**src/sv/request_circuit_breaker_top_macros.svh**
```systemverilog
// assertion helpers for the circuit breaker
`ifndef REQUEST_CIRCUIT_BREAKER_TOP_MACROS_SVH
`define REQUEST_CIRCUIT_BREAKER_TOP_MACROS_SVH

// same-cycle implication, sampled on clk, off while in reset
`define RCB_ASSERT_NOW(lbl, ante, cons, msg) \
    lbl: assert property (@(posedge clk) disable iff (!rst_n) (ante) |-> (cons)) \
        else $error(msg);

// next-cycle implication, sampled on clk, off while in reset
`define RCB_ASSERT_NEXT(lbl, ante, cons, msg) \
    lbl: assert property (@(posedge clk) disable iff (!rst_n) (ante) |=> (cons)) \
        else $error(msg);

`endif

```
**src/sv/rcb_pkg.sv**
```systemverilog
`timescale 1ns / 1ps

package rcb_pkg;

    // width of the statistics counters
    localparam int COUNT_WIDTH = 32;
    localparam int FIELD_W     = 32;
    localparam int CMP_W       = (COUNT_WIDTH > FIELD_W) ? COUNT_WIDTH : FIELD_W;

    localparam int RUN_W  = 16;
    localparam int AGE_W  = 32;
    localparam int CIDX_W = 8;

    // breaker states
    localparam logic [1:0] ST_CLOSED = 2'd0;
    localparam logic [1:0] ST_OPEN   = 2'd1;
    localparam logic [1:0] ST_HALF   = 2'd2;

    // event kinds
    localparam logic [2:0] REQ_QUERY   = 3'd0;
    localparam logic [2:0] REQ_OUTCOME = 3'd1;
    localparam logic [2:0] REQ_TICK    = 3'd2;
    localparam logic [2:0] REQ_FORCE   = 3'd3;
    localparam logic [2:0] REQ_RESET   = 3'd4;

    // configuration register indexes
    localparam logic [CIDX_W-1:0] CFG_FAILURE_LIMIT   = CIDX_W'(0);
    localparam logic [CIDX_W-1:0] CFG_MIN_TOTAL_CALLS = CIDX_W'(1);
    localparam logic [CIDX_W-1:0] CFG_PROBE_LIMIT     = CIDX_W'(2);
    localparam logic [CIDX_W-1:0] CFG_RECOVERY_TICKS  = CIDX_W'(3);

    typedef struct packed {
        logic [2:0] req_type;
        logic       outcome_ok;
        logic [1:0] forced_state;
    } in_item_t;

    typedef struct packed {
        logic               admitted;
        logic [1:0]         breaker_now;
        logic               changed;
        logic [1:0]         breaker_before;
        logic [FIELD_W-1:0] calls_seen;
        logic [FIELD_W-1:0] ok_seen;
        logic [FIELD_W-1:0] fail_seen;
        logic [FIELD_W-1:0] refused_seen;
        logic [FIELD_W-1:0] change_count;
    } out_item_t;

    // low bits of a counter, zero-extended when the counter is narrower
    function automatic logic [FIELD_W-1:0] to_field(input logic [COUNT_WIDTH-1:0] v);
        logic [COUNT_WIDTH+FIELD_W-1:0] wide;
        wide = {{FIELD_W{1'b0}}, v};
        return wide[FIELD_W-1:0];
    endfunction

endpackage

```
**src/sv/request_circuit_breaker_top.sv**
```systemverilog
// an accepted item is held in the input register and its result in the result register
// throughput: one item per cycle unless held; each item's breaker update is one pass of logic
// between the input register and the result register, so the state register sets the pace
// an input register parts the two sides, so one item is taken while a result waits
// reset: asynchronous, active low; breaker closed, runs, age and statistics zero,
// configuration back to its defaults (5, 0, 1, 1000)
`timescale 1ns / 1ps
`include "request_circuit_breaker_top_macros.svh"

module request_circuit_breaker_top (
    input  logic                                clk,
    input  logic                                rst_n,
    input  logic                                in_valid,
    output logic                                in_ready,
    input  rcb_pkg::in_item_t                   in_item,
    output logic                                out_valid,
    input  logic                                out_ready,
    output rcb_pkg::out_item_t                  out_item,
    input  logic                                cfg_valid,
    output logic                                cfg_ready,
    input  logic [rcb_pkg::CIDX_W-1:0]          cfg_index,
    input  logic [31:0]                         cfg_data
);

    localparam int CW = rcb_pkg::COUNT_WIDTH;
    localparam int RW = rcb_pkg::RUN_W;
    localparam int AW = rcb_pkg::AGE_W;

    // configuration
    logic [15:0] failure_limit_reg;
    logic [31:0] min_total_calls_reg;
    logic [15:0] probe_limit_reg;
    logic [31:0] recovery_ticks_reg;

    // input stage
    logic              in_valid_reg;
    rcb_pkg::in_item_t in_item_reg;
    logic              fire;

    // breaker state
    logic [1:0]    mode_reg, mode_next;
    logic [RW-1:0] fail_run_reg, fail_run_next;
    logic [RW-1:0] ok_run_reg, ok_run_next;
    logic [AW-1:0] open_age_reg, open_age_next;
    logic          probe_reg, probe_next;
    logic [CW-1:0] calls_reg, calls_next;
    logic [CW-1:0] ok_cnt_reg, ok_cnt_next;
    logic [CW-1:0] fail_cnt_reg, fail_cnt_next;
    logic [CW-1:0] refused_reg, refused_next;
    logic [CW-1:0] changes_reg, changes_next;

    // result stage
    logic               out_valid_reg;
    rcb_pkg::out_item_t out_item_reg, out_item_next;

    logic                      admitted;
    logic                      changed;
    logic [RW-1:0]             fail_run_inc;
    logic [RW-1:0]             ok_run_inc;
    logic [rcb_pkg::CMP_W-1:0] calls_ext;
    logic [rcb_pkg::CMP_W-1:0] min_calls_ext;

    function automatic logic [CW-1:0] cnt_inc(input logic [CW-1:0] v);
        return (&v) ? v : v + CW'(1);
    endfunction

    function automatic logic [RW-1:0] run_inc(input logic [RW-1:0] v);
        return (&v) ? v : v + RW'(1);
    endfunction

    assign cfg_ready = 1'b1;
    assign fire      = in_valid_reg && (!out_valid_reg || out_ready);
    assign in_ready  = !in_valid_reg || fire;
    assign out_valid = out_valid_reg;
    assign out_item  = out_item_reg;

    assign fail_run_inc  = run_inc(fail_run_reg);
    assign ok_run_inc    = run_inc(ok_run_reg);
    assign calls_ext     = rcb_pkg::CMP_W'(calls_reg);
    assign min_calls_ext = rcb_pkg::CMP_W'(min_total_calls_reg);

    always_ff @(posedge clk or negedge rst_n)
    begin
        if (!rst_n)
        begin
            failure_limit_reg   <= 16'd5;
            min_total_calls_reg <= 32'd0;
            probe_limit_reg     <= 16'd1;
            recovery_ticks_reg  <= 32'd1000;
        end
        else if (cfg_valid && cfg_ready)
        begin
            case (cfg_index)
                rcb_pkg::CFG_FAILURE_LIMIT:   failure_limit_reg   <= cfg_data[15:0];
                rcb_pkg::CFG_MIN_TOTAL_CALLS: min_total_calls_reg <= cfg_data;
                rcb_pkg::CFG_PROBE_LIMIT:     probe_limit_reg     <= cfg_data[15:0];
                rcb_pkg::CFG_RECOVERY_TICKS:  recovery_ticks_reg  <= cfg_data;
                default: ;
            endcase
        end
    end

    always_comb
    begin
        mode_next     = mode_reg;
        fail_run_next = fail_run_reg;
        ok_run_next   = ok_run_reg;
        open_age_next = open_age_reg;
        probe_next    = probe_reg;
        calls_next    = calls_reg;
        ok_cnt_next   = ok_cnt_reg;
        fail_cnt_next = fail_cnt_reg;
        refused_next  = refused_reg;
        admitted      = 1'b0;

        case (in_item_reg.req_type)
            rcb_pkg::REQ_QUERY:
            begin
                calls_next = cnt_inc(calls_reg);
                if (mode_reg == rcb_pkg::ST_CLOSED)
                begin
                    admitted = 1'b1;
                end
                else if (mode_reg == rcb_pkg::ST_OPEN)
                begin
                    // recovery window over: this request becomes the probe
                    if (open_age_reg >= recovery_ticks_reg)
                    begin
                        mode_next  = rcb_pkg::ST_HALF;
                        probe_next = 1'b1;
                        admitted   = 1'b1;
                    end
                    else
                    begin
                        refused_next = cnt_inc(refused_reg);
                    end
                end
                else if (!probe_reg)
                begin
                    probe_next = 1'b1;
                    admitted   = 1'b1;
                end
                else
                begin
                    refused_next = cnt_inc(refused_reg);
                end
            end
            rcb_pkg::REQ_OUTCOME:
            begin
                if (in_item_reg.outcome_ok)
                    ok_cnt_next = cnt_inc(ok_cnt_reg);
                else
                    fail_cnt_next = cnt_inc(fail_cnt_reg);
                if (mode_reg == rcb_pkg::ST_CLOSED)
                begin
                    if (in_item_reg.outcome_ok)
                    begin
                        fail_run_next = '0;
                    end
                    else
                    begin
                        fail_run_next = fail_run_inc;
                        if ((fail_run_inc >= failure_limit_reg) && (calls_ext >= min_calls_ext))
                        begin
                            mode_next     = rcb_pkg::ST_OPEN;
                            open_age_next = '0;
                        end
                    end
                end
                else if (mode_reg == rcb_pkg::ST_HALF)
                begin
                    probe_next = 1'b0;
                    if (in_item_reg.outcome_ok)
                    begin
                        ok_run_next = ok_run_inc;
                        if (ok_run_inc >= probe_limit_reg)
                        begin
                            fail_run_next = '0;
                            ok_run_next   = '0;
                            mode_next     = rcb_pkg::ST_CLOSED;
                        end
                    end
                    else
                    begin
                        ok_run_next   = '0;
                        mode_next     = rcb_pkg::ST_OPEN;
                        open_age_next = '0;
                    end
                end
            end
            rcb_pkg::REQ_TICK:
            begin
                if ((mode_reg == rcb_pkg::ST_OPEN) && !(&open_age_reg))
                    open_age_next = open_age_reg + AW'(1);
            end
            rcb_pkg::REQ_FORCE:
            begin
                // the unused state code leaves everything untouched
                if (in_item_reg.forced_state <= rcb_pkg::ST_HALF)
                begin
                    if (in_item_reg.forced_state == rcb_pkg::ST_OPEN)
                        open_age_next = '0;
                    probe_next    = 1'b0;
                    fail_run_next = '0;
                    ok_run_next   = '0;
                    mode_next     = in_item_reg.forced_state;
                end
            end
            rcb_pkg::REQ_RESET:
            begin
                fail_run_next = '0;
                ok_run_next   = '0;
                probe_next    = 1'b0;
                mode_next     = rcb_pkg::ST_CLOSED;
            end
            default: ;
        endcase

        changed      = (mode_next != mode_reg);
        changes_next = changed ? cnt_inc(changes_reg) : changes_reg;

        out_item_next.admitted       = admitted;
        out_item_next.breaker_now    = mode_next;
        out_item_next.changed        = changed;
        out_item_next.breaker_before = mode_reg;
        out_item_next.calls_seen     = rcb_pkg::to_field(calls_next);
        out_item_next.ok_seen        = rcb_pkg::to_field(ok_cnt_next);
        out_item_next.fail_seen      = rcb_pkg::to_field(fail_cnt_next);
        out_item_next.refused_seen   = rcb_pkg::to_field(refused_next);
        out_item_next.change_count   = rcb_pkg::to_field(changes_next);
    end

    always_ff @(posedge clk or negedge rst_n)
    begin
        if (!rst_n)
        begin
            in_valid_reg  <= 1'b0;
            out_valid_reg <= 1'b0;
            mode_reg      <= rcb_pkg::ST_CLOSED;
            fail_run_reg  <= '0;
            ok_run_reg    <= '0;
            open_age_reg  <= '0;
            probe_reg     <= 1'b0;
            calls_reg     <= '0;
            ok_cnt_reg    <= '0;
            fail_cnt_reg  <= '0;
            refused_reg   <= '0;
            changes_reg   <= '0;
        end
        else
        begin
            if (in_ready)
                in_valid_reg <= in_valid;
            if (fire)
            begin
                out_valid_reg <= 1'b1;
                mode_reg      <= mode_next;
                fail_run_reg  <= fail_run_next;
                ok_run_reg    <= ok_run_next;
                open_age_reg  <= open_age_next;
                probe_reg     <= probe_next;
                calls_reg     <= calls_next;
                ok_cnt_reg    <= ok_cnt_next;
                fail_cnt_reg  <= fail_cnt_next;
                refused_reg   <= refused_next;
                changes_reg   <= changes_next;
            end
            else if (out_ready)
            begin
                out_valid_reg <= 1'b0;
            end
        end
    end

    // payload registers, no reset
    always_ff @(posedge clk)
    begin
        if (in_ready && in_valid)
            in_item_reg <= in_item;
        if (fire)
            out_item_reg <= out_item_next;
    end

    `RCB_ASSERT_NEXT(a_state_matches_result, fire, mode_reg == out_item_reg.breaker_now, "breaker state and result beat disagree")
    `RCB_ASSERT_NOW(a_probe_only_half_open, probe_reg, mode_reg == rcb_pkg::ST_HALF, "probe pending outside half-open")
    `RCB_ASSERT_NOW(a_admit_not_open, out_valid_reg && out_item_reg.admitted, out_item_reg.breaker_now != rcb_pkg::ST_OPEN, "request admitted while open")
    `RCB_ASSERT_NEXT(a_tick_keeps_state, fire && (in_item_reg.req_type == rcb_pkg::REQ_TICK), mode_reg == $past(mode_reg), "tick moved the breaker")

endmodule

```
**config.mk**
```make
export PLATFORM = sky130hd
export DESIGN_NAME = request_circuit_breaker_top
export DESIGN_NICKNAME = d
export VERILOG_FILES = /design/src/sv/rcb_pkg.sv /design/src/sv/request_circuit_breaker_top.sv
export VERILOG_INCLUDE_DIRS = /design/src /design/src/sv
export SDC_FILE = /design/constraint.sdc
export NUM_CORES = 1
export LEC_CHECK = 0
export BUFFER_PORTS_ARGS = -buffer_cell sky130_fd_sc_hd__buf_4
export CAP_MARGIN = 30
export CORE_ASPECT_RATIO = 0.75
export CORE_MARGIN = 2
export CORE_UTILIZATION = 55
export DETAILED_ROUTE_END_ITERATION = 7
export MAX_ROUTING_LAYER = met4
export PLACE_DENSITY = 0.74
export SLEW_MARGIN = 20
export SYNTH_ARGS = -nofsm -noshare
export SYNTH_HDL_FRONTEND = slang
export SYNTH_SLANG_ARGS = --single-unit
export TNS_END_PERCENT = 20
```
**constraint.sdc**
```tcl
create_clock -name clk -period 11.15 [get_ports clk]
set_input_delay 3.345 -clock clk [delete_from_list [all_inputs] [get_ports clk]]
set_output_delay 3.345 -clock clk [all_outputs]
set_load 0.02 [all_outputs]
```
# == Word level (Yosys, flattened, before mapping) ==
# Index checks and enable logic that the tools add are counted.
# classes
n_addsub,8
n_lt_le_gt_ge,5
n_eq_ne,24
n_mux,63
reduce_logical,32
# op_table
cell,count
$mux 32,24
$add 32x1->32 const B,6
$mux 16,12
$reduce_and 32->1,6
$pmux 16 s3,2
$pmux 32 s3,1
$ge 32x32->1,2
$add 16x1->16 const B,2
$ge 16x16->1,2
$reduce_and 16->1,2
$ne 3x3->1 const B,7
$mux 2,10
$eq 8x2->1 const B,2
$mux 1,12
$ne 2x2->1 const B,6
$reduce_and 9->1,1
$eq 8x1->1 const B,1
$logic_not 8->1,1
$pmux 2 s4,1
$reduce_and 2->1,4
$reduce_and 7->1,1
$eq 3x2->1 const B,2
$reduce_and 6->1,1
$reduce_bool 3->1,2
15 further kinds,22
# totals
reg_bits,497

# == Longest topological paths before layout ==
# logic_depth
ltp_word,10
mapped_depth,20
mapped_depth_nobuf,19

# == Least setup slack after synthesis ==
# No wires, ideal clock.
# synth_path
path_kind,input-to-reg
startpoint,in out_ready
endpoint,reg calls_reg[18] (netlist: calls_ext[18])
setup_ps,138
t_arrival_ps,9200
required_time_ps,11012
setup_slack_ps,1812
stages,7
n_path_buf,2
cell_sequence,nand2b_1 -> nand2_1 -> inv_1 -> clkbuf_1 -> clkbuf_1 -> nand2_1 -> xnor2_1
# synth_between
elab_chain_cells,2
# synth_lines
element,line_no,source
start: declaration,request_circuit_breaker_top.sv:17,"input logic out_ready,"
$logic_or 1x1->1,request_circuit_breaker_top.sv:72,assign fire = in_valid_reg && (!out_valid_reg || out_ready);
$logic_and 1x1->1,request_circuit_breaker_top.sv:72,
via fire,request_circuit_breaker_top.sv:38,logic fire;
end signal: assignment,request_circuit_breaker_top.sv:262,calls_reg <= calls_next;
end: declaration,request_circuit_breaker_top.sv:46,"logic [CW-1:0] calls_reg, calls_next;"
# The timed path passes the listed nets, and every way through them passes these cells.
# A chain may end at the register's enable or synchronous reset.

# == Worst setup path after layout ==
# layout_path
startpoint,in out_ready
endpoint,out in_ready
# layout_between
elab_chain_cells,3
# layout_lines
element,line_no,source
$logic_or 1x1->1,request_circuit_breaker_top.sv:72,
$logic_and 1x1->1,request_circuit_breaker_top.sv:72,
$logic_or 1x1->1,request_circuit_breaker_top.sv:73,assign in_ready = !in_valid_reg || fire;
end: declaration,request_circuit_breaker_top.sv:14,"output logic in_ready,"
# No other way between the ends.

==> flow_summary.toml <==
[global_routing]
global_route_wire_length_before_repair_um = 93890
globalRouteOverflowTotal = 0
grt_start_max_net_pins = 167
antenna_found_initial = 0
first_global_vias = 17839
groute.usage.overall_pct = 25.28

[clocking]
cts_inserted_buffers = 50
cts-hold-fix-buffers = 0
cts_tree = "built"
clock_sinks = 497
clock_tree.buffer_depth = 3
clkTransAtPathRegs_ps = 60
cts-htree-levels = 2
clkLatencyLatePin_ps = 600
cts.root.buffer_cell = "sky130_fd_sc_hd__clkbuf_16"
post_cts_resized = 0
cts_post_setup_buffers_inserted = 0

[synth]
synthesis.nets = 2451
post-synth-top-area-fraction_pct = 31.55
synthTopCellsByArea = "sky130_fd_sc_hd__dfrtp_1 (32%), sky130_fd_sc_hd__edfxtp_1 (21%), sky130_fd_sc_hd__xnor2_1 (6.3%)"
synth_ff_type = "sky130_fd_sc_hd__dfrtp_1"
netlist_instances = 2296
async_reset_ff_share_pct = 65.39
ys_seq_area_share_pct = 53.11
post_synth_instance_area_um2 = 25060
syn-mean-instance-area_um2 = 10.91
ys_warn_count = 0
edff_count_synth = 172
number_of_distinct_library_cells_after_synthesis = 75
synth_largest_area_cell = "sky130_fd_sc_hd__dfrtp_1"
synth.ff_latch_count = 497

[finish]
fraction_of_final_layout_cells_with_drive_strength_greater_than_1_pct = 17.17
largest_register_ffs = 166
design_area_um2 = 28880
nets = 2654
antennaDiodeCount = 0
fin_util_pct = 64.39
area_overhead_of_the_layout_relative_to_synthesis_pct = 15.23

[sta]
max_slew.worst_pin.slew_ps = 961.0
relSlewSlack_pct = 35.93
clock.fmax_mhz = 139.4
setup_viol = 0
worst_slack_ps = 3975
fraction_of_the_cycle_the_final_worst_path_needs_pct = 64.35
rsz0062_at_grt = "false"
timing.final.crit_period_ps = 7175
maxSlewViolCount = 0
timing.setup.tns_ps = 0
finalHoldWorstSlack_ps = 502.4
hold_viol = 0
skew_ps = 19.98

[route]
drt_iter0_markers = 1393
drc = 0
route.detailed.vias_per_inst = 5.714
routed_wl_um = 57140
vias = 17861
drt.antenna.violating_nets = 0
mean_routed_wirelength_per_cell_um = 18.28
dr.pass1.iters = 5

[critical_path]
critPathCaptureType = "output pin"
worst_path_largest_cell_delay_ps = 190
path_common_cell = "sky130_fd_sc_hd__buf_4"
worst-r2r-cell-count = 19
arrival_ps = 3830
critical_path_required_ps = 7810
crit_type = "in -> out"
worstSetupStartpointType = "input port"
crit_chain = "buf_4 > nand3b_1 > buf_4"
critical_path.slowest_cell = "sky130_fd_sc_hd__nand3b_1"
worstPathMaxFanout = 3

[power]
power_frac_comb_pct = 13.1
p_seq_share_pct = 48.7
power.clock.fraction_pct = 38.2
netSwitchingPower_uw = 1163
p_int_uw = 3185
power.share.switching_pct = 26.74
leakage_power_figure_uw = 0.01321
power_density_nw_per_um2 = 150.6
maximum_vdd_drop_uv = 103.6

[place]
gp_congestion = 0.8780
dp_hpwl_um = 40360
dp_slack_ps = 3978
portBuffers = 218
placement.cell_area_um2 = 27230

[die]
row_count = 67
design.die.area_um2 = 47310
die_y_um = 188.9
start_util_pct = 55.88
design.portCount = 220
floorplan.die.width_um = 250.5
design.core.area_um2 = 44850

[job]
max_cap_violations = 0

[worst_hold_path]
min_path_cells = 1
hp-class = "reg -> reg"

[status]
status = "complete, no violations"
worst max-delay path, delay by kind of cell:
| family | cells | cell delay (ps) |
|---|---|---|
| buf+inv | 2 | 300 |
| simple gates | 1 | 190 |
cell usage in the layout (no fill, tap or decap), types with 13 or more instances in the layout:
cell type / instances
sky130_fd_sc_hd__a22o_1: 14
sky130_fd_sc_hd__dfrtp_1: 316
sky130_fd_sc_hd__clkbuf_1: 17
sky130_fd_sc_hd__nand4_1: 62
sky130_fd_sc_hd__nand2b_1: 19
sky130_fd_sc_hd__edfxtp_1: 172
sky130_fd_sc_hd__xor2_1: 156
sky130_fd_sc_hd__and3_1: 52
sky130_fd_sc_hd__nor4_1: 19
sky130_fd_sc_hd__clkbuf_16: 50
sky130_fd_sc_hd__a21o_1: 14
sky130_fd_sc_hd__nor3_1: 63
sky130_fd_sc_hd__xnor2_1: 179
sky130_fd_sc_hd__a31oi_1: 13
sky130_fd_sc_hd__and2_1: 21
sky130_fd_sc_hd__nand3_1: 101
sky130_fd_sc_hd__ha_1: 104
sky130_fd_sc_hd__inv_1: 115
sky130_fd_sc_hd__o21ai_0: 88
sky130_fd_sc_hd__and4_1: 24
sky130_fd_sc_hd__nor2_1: 158
sky130_fd_sc_hd__nand2_1: 233
sky130_fd_sc_hd__mux2_2: 87
sky130_fd_sc_hd__a21oi_1: 61
sky130_fd_sc_hd__buf_4: 228
stage by stage:
step,cells,power (uW)
floorplan,2296,2484
global placement,3030,2697
detailed placement,3031,2717
CTS,3124,4386
global route,3126,4526
finish,3126,4347
area by class of cell:
| cell class | count | area [um2] |
|---|---|---|
| Clock buffer | 78 | 1466 |
| Clock inverter | 15 | 155.1 |
| Fill cell | 3483 | 15970 |
| Inverter | 116 | 442.9 |
| Multi-Input combinational cell | 1603 | 11010 |
| Sequential cell | 497 | 13310 |
| Tap cell | 586 | 733.2 |
| Timing Repair Buffer | 231 | 1762 |
per-layer routing:
layer | vias up | part of all wire, % | global-route usage (%)
li1 | 8449 | - | -
met1 | 8800 | 47 | 35.81
met2 | 513 | 45 | 37.67
met3 | 99 | 5.8 | 4.028
met4 | 0 | 2.6 | 7.946
met5 | - | 0 | -
final timing paths:
| check | slack, ps | from | to |
|---|---|---|---|
| worst max-delay path | 3970 | out_ready | in_ready |
| worst min-delay path | 500 | ok_run_reg[6] | ok_run_reg[6] |
| worst max register to register | 5530 | ok_run_reg[2] | out_item[1] |
| worst min register to register | 500 | ok_run_reg[6] | ok_run_reg[6] |
| max in group asynchronous | 6980 | rst_n | ok_cnt_reg[6] |
| min in group asynchronous | 2780 | rst_n | ok_run_reg[2] |
Yosys cell counts, types with 5 or more instances:
library cell and n:
sky130_fd_sc_hd__clkbuf_1 57, sky130_fd_sc_hd__and3_1 52, sky130_fd_sc_hd__dfstp_2 9, sky130_fd_sc_hd__nand3_1 101, sky130_fd_sc_hd__edfxtp_1 172, sky130_fd_sc_hd__mux2_2 87
sky130_fd_sc_hd__o21a_1 7, sky130_fd_sc_hd__a211oi_1 12, sky130_fd_sc_hd__and2_1 21, sky130_fd_sc_hd__nand2b_1 19, sky130_fd_sc_hd__a32o_1 7, sky130_fd_sc_hd__nor4_1 20
sky130_fd_sc_hd__dfrtp_1 316, sky130_fd_sc_hd__buf_2 10, sky130_fd_sc_hd__nor3_1 63, sky130_fd_sc_hd__o31ai_1 9, sky130_fd_sc_hd__or3_1 9, sky130_fd_sc_hd__inv_1 116
sky130_fd_sc_hd__a21oi_1 62, sky130_fd_sc_hd__nor4_2 6, sky130_fd_sc_hd__nor2b_1 5, sky130_fd_sc_hd__nand2_1 234, sky130_fd_sc_hd__or2_2 7, sky130_fd_sc_hd__nor2_1 158
sky130_fd_sc_hd__a21o_1 14, sky130_fd_sc_hd__nand4_1 62, sky130_fd_sc_hd__buf_1 9, sky130_fd_sc_hd__xnor2_1 179, sky130_fd_sc_hd__ha_1 104, sky130_fd_sc_hd__a31oi_1 13
sky130_fd_sc_hd__a22o_1 14, sky130_fd_sc_hd__xor2_1 156, sky130_fd_sc_hd__and4_1 24, sky130_fd_sc_hd__o21ai_0 88
logic make-up after synthesis:
logic type	synth area share (%)
simple gates	16.14
other cells	0.01496
compound gates	6.685
xor+xnor	11.71
buf+inv	3.036
mux	4.114
flops	53.11
fa+ha+maj	5.192
power groups by stage:
stage,logic [uW],registers (uW),clock network [uW]
after floorplan,290,2190,0
after global placement,554,2140,0
after detailed placement,568,2150,0
after CTS,574,2110,1700
after global routing,628,2130,1770
final,571,2120,1660
No activity file was read; power rests on OpenSTA's default activity.
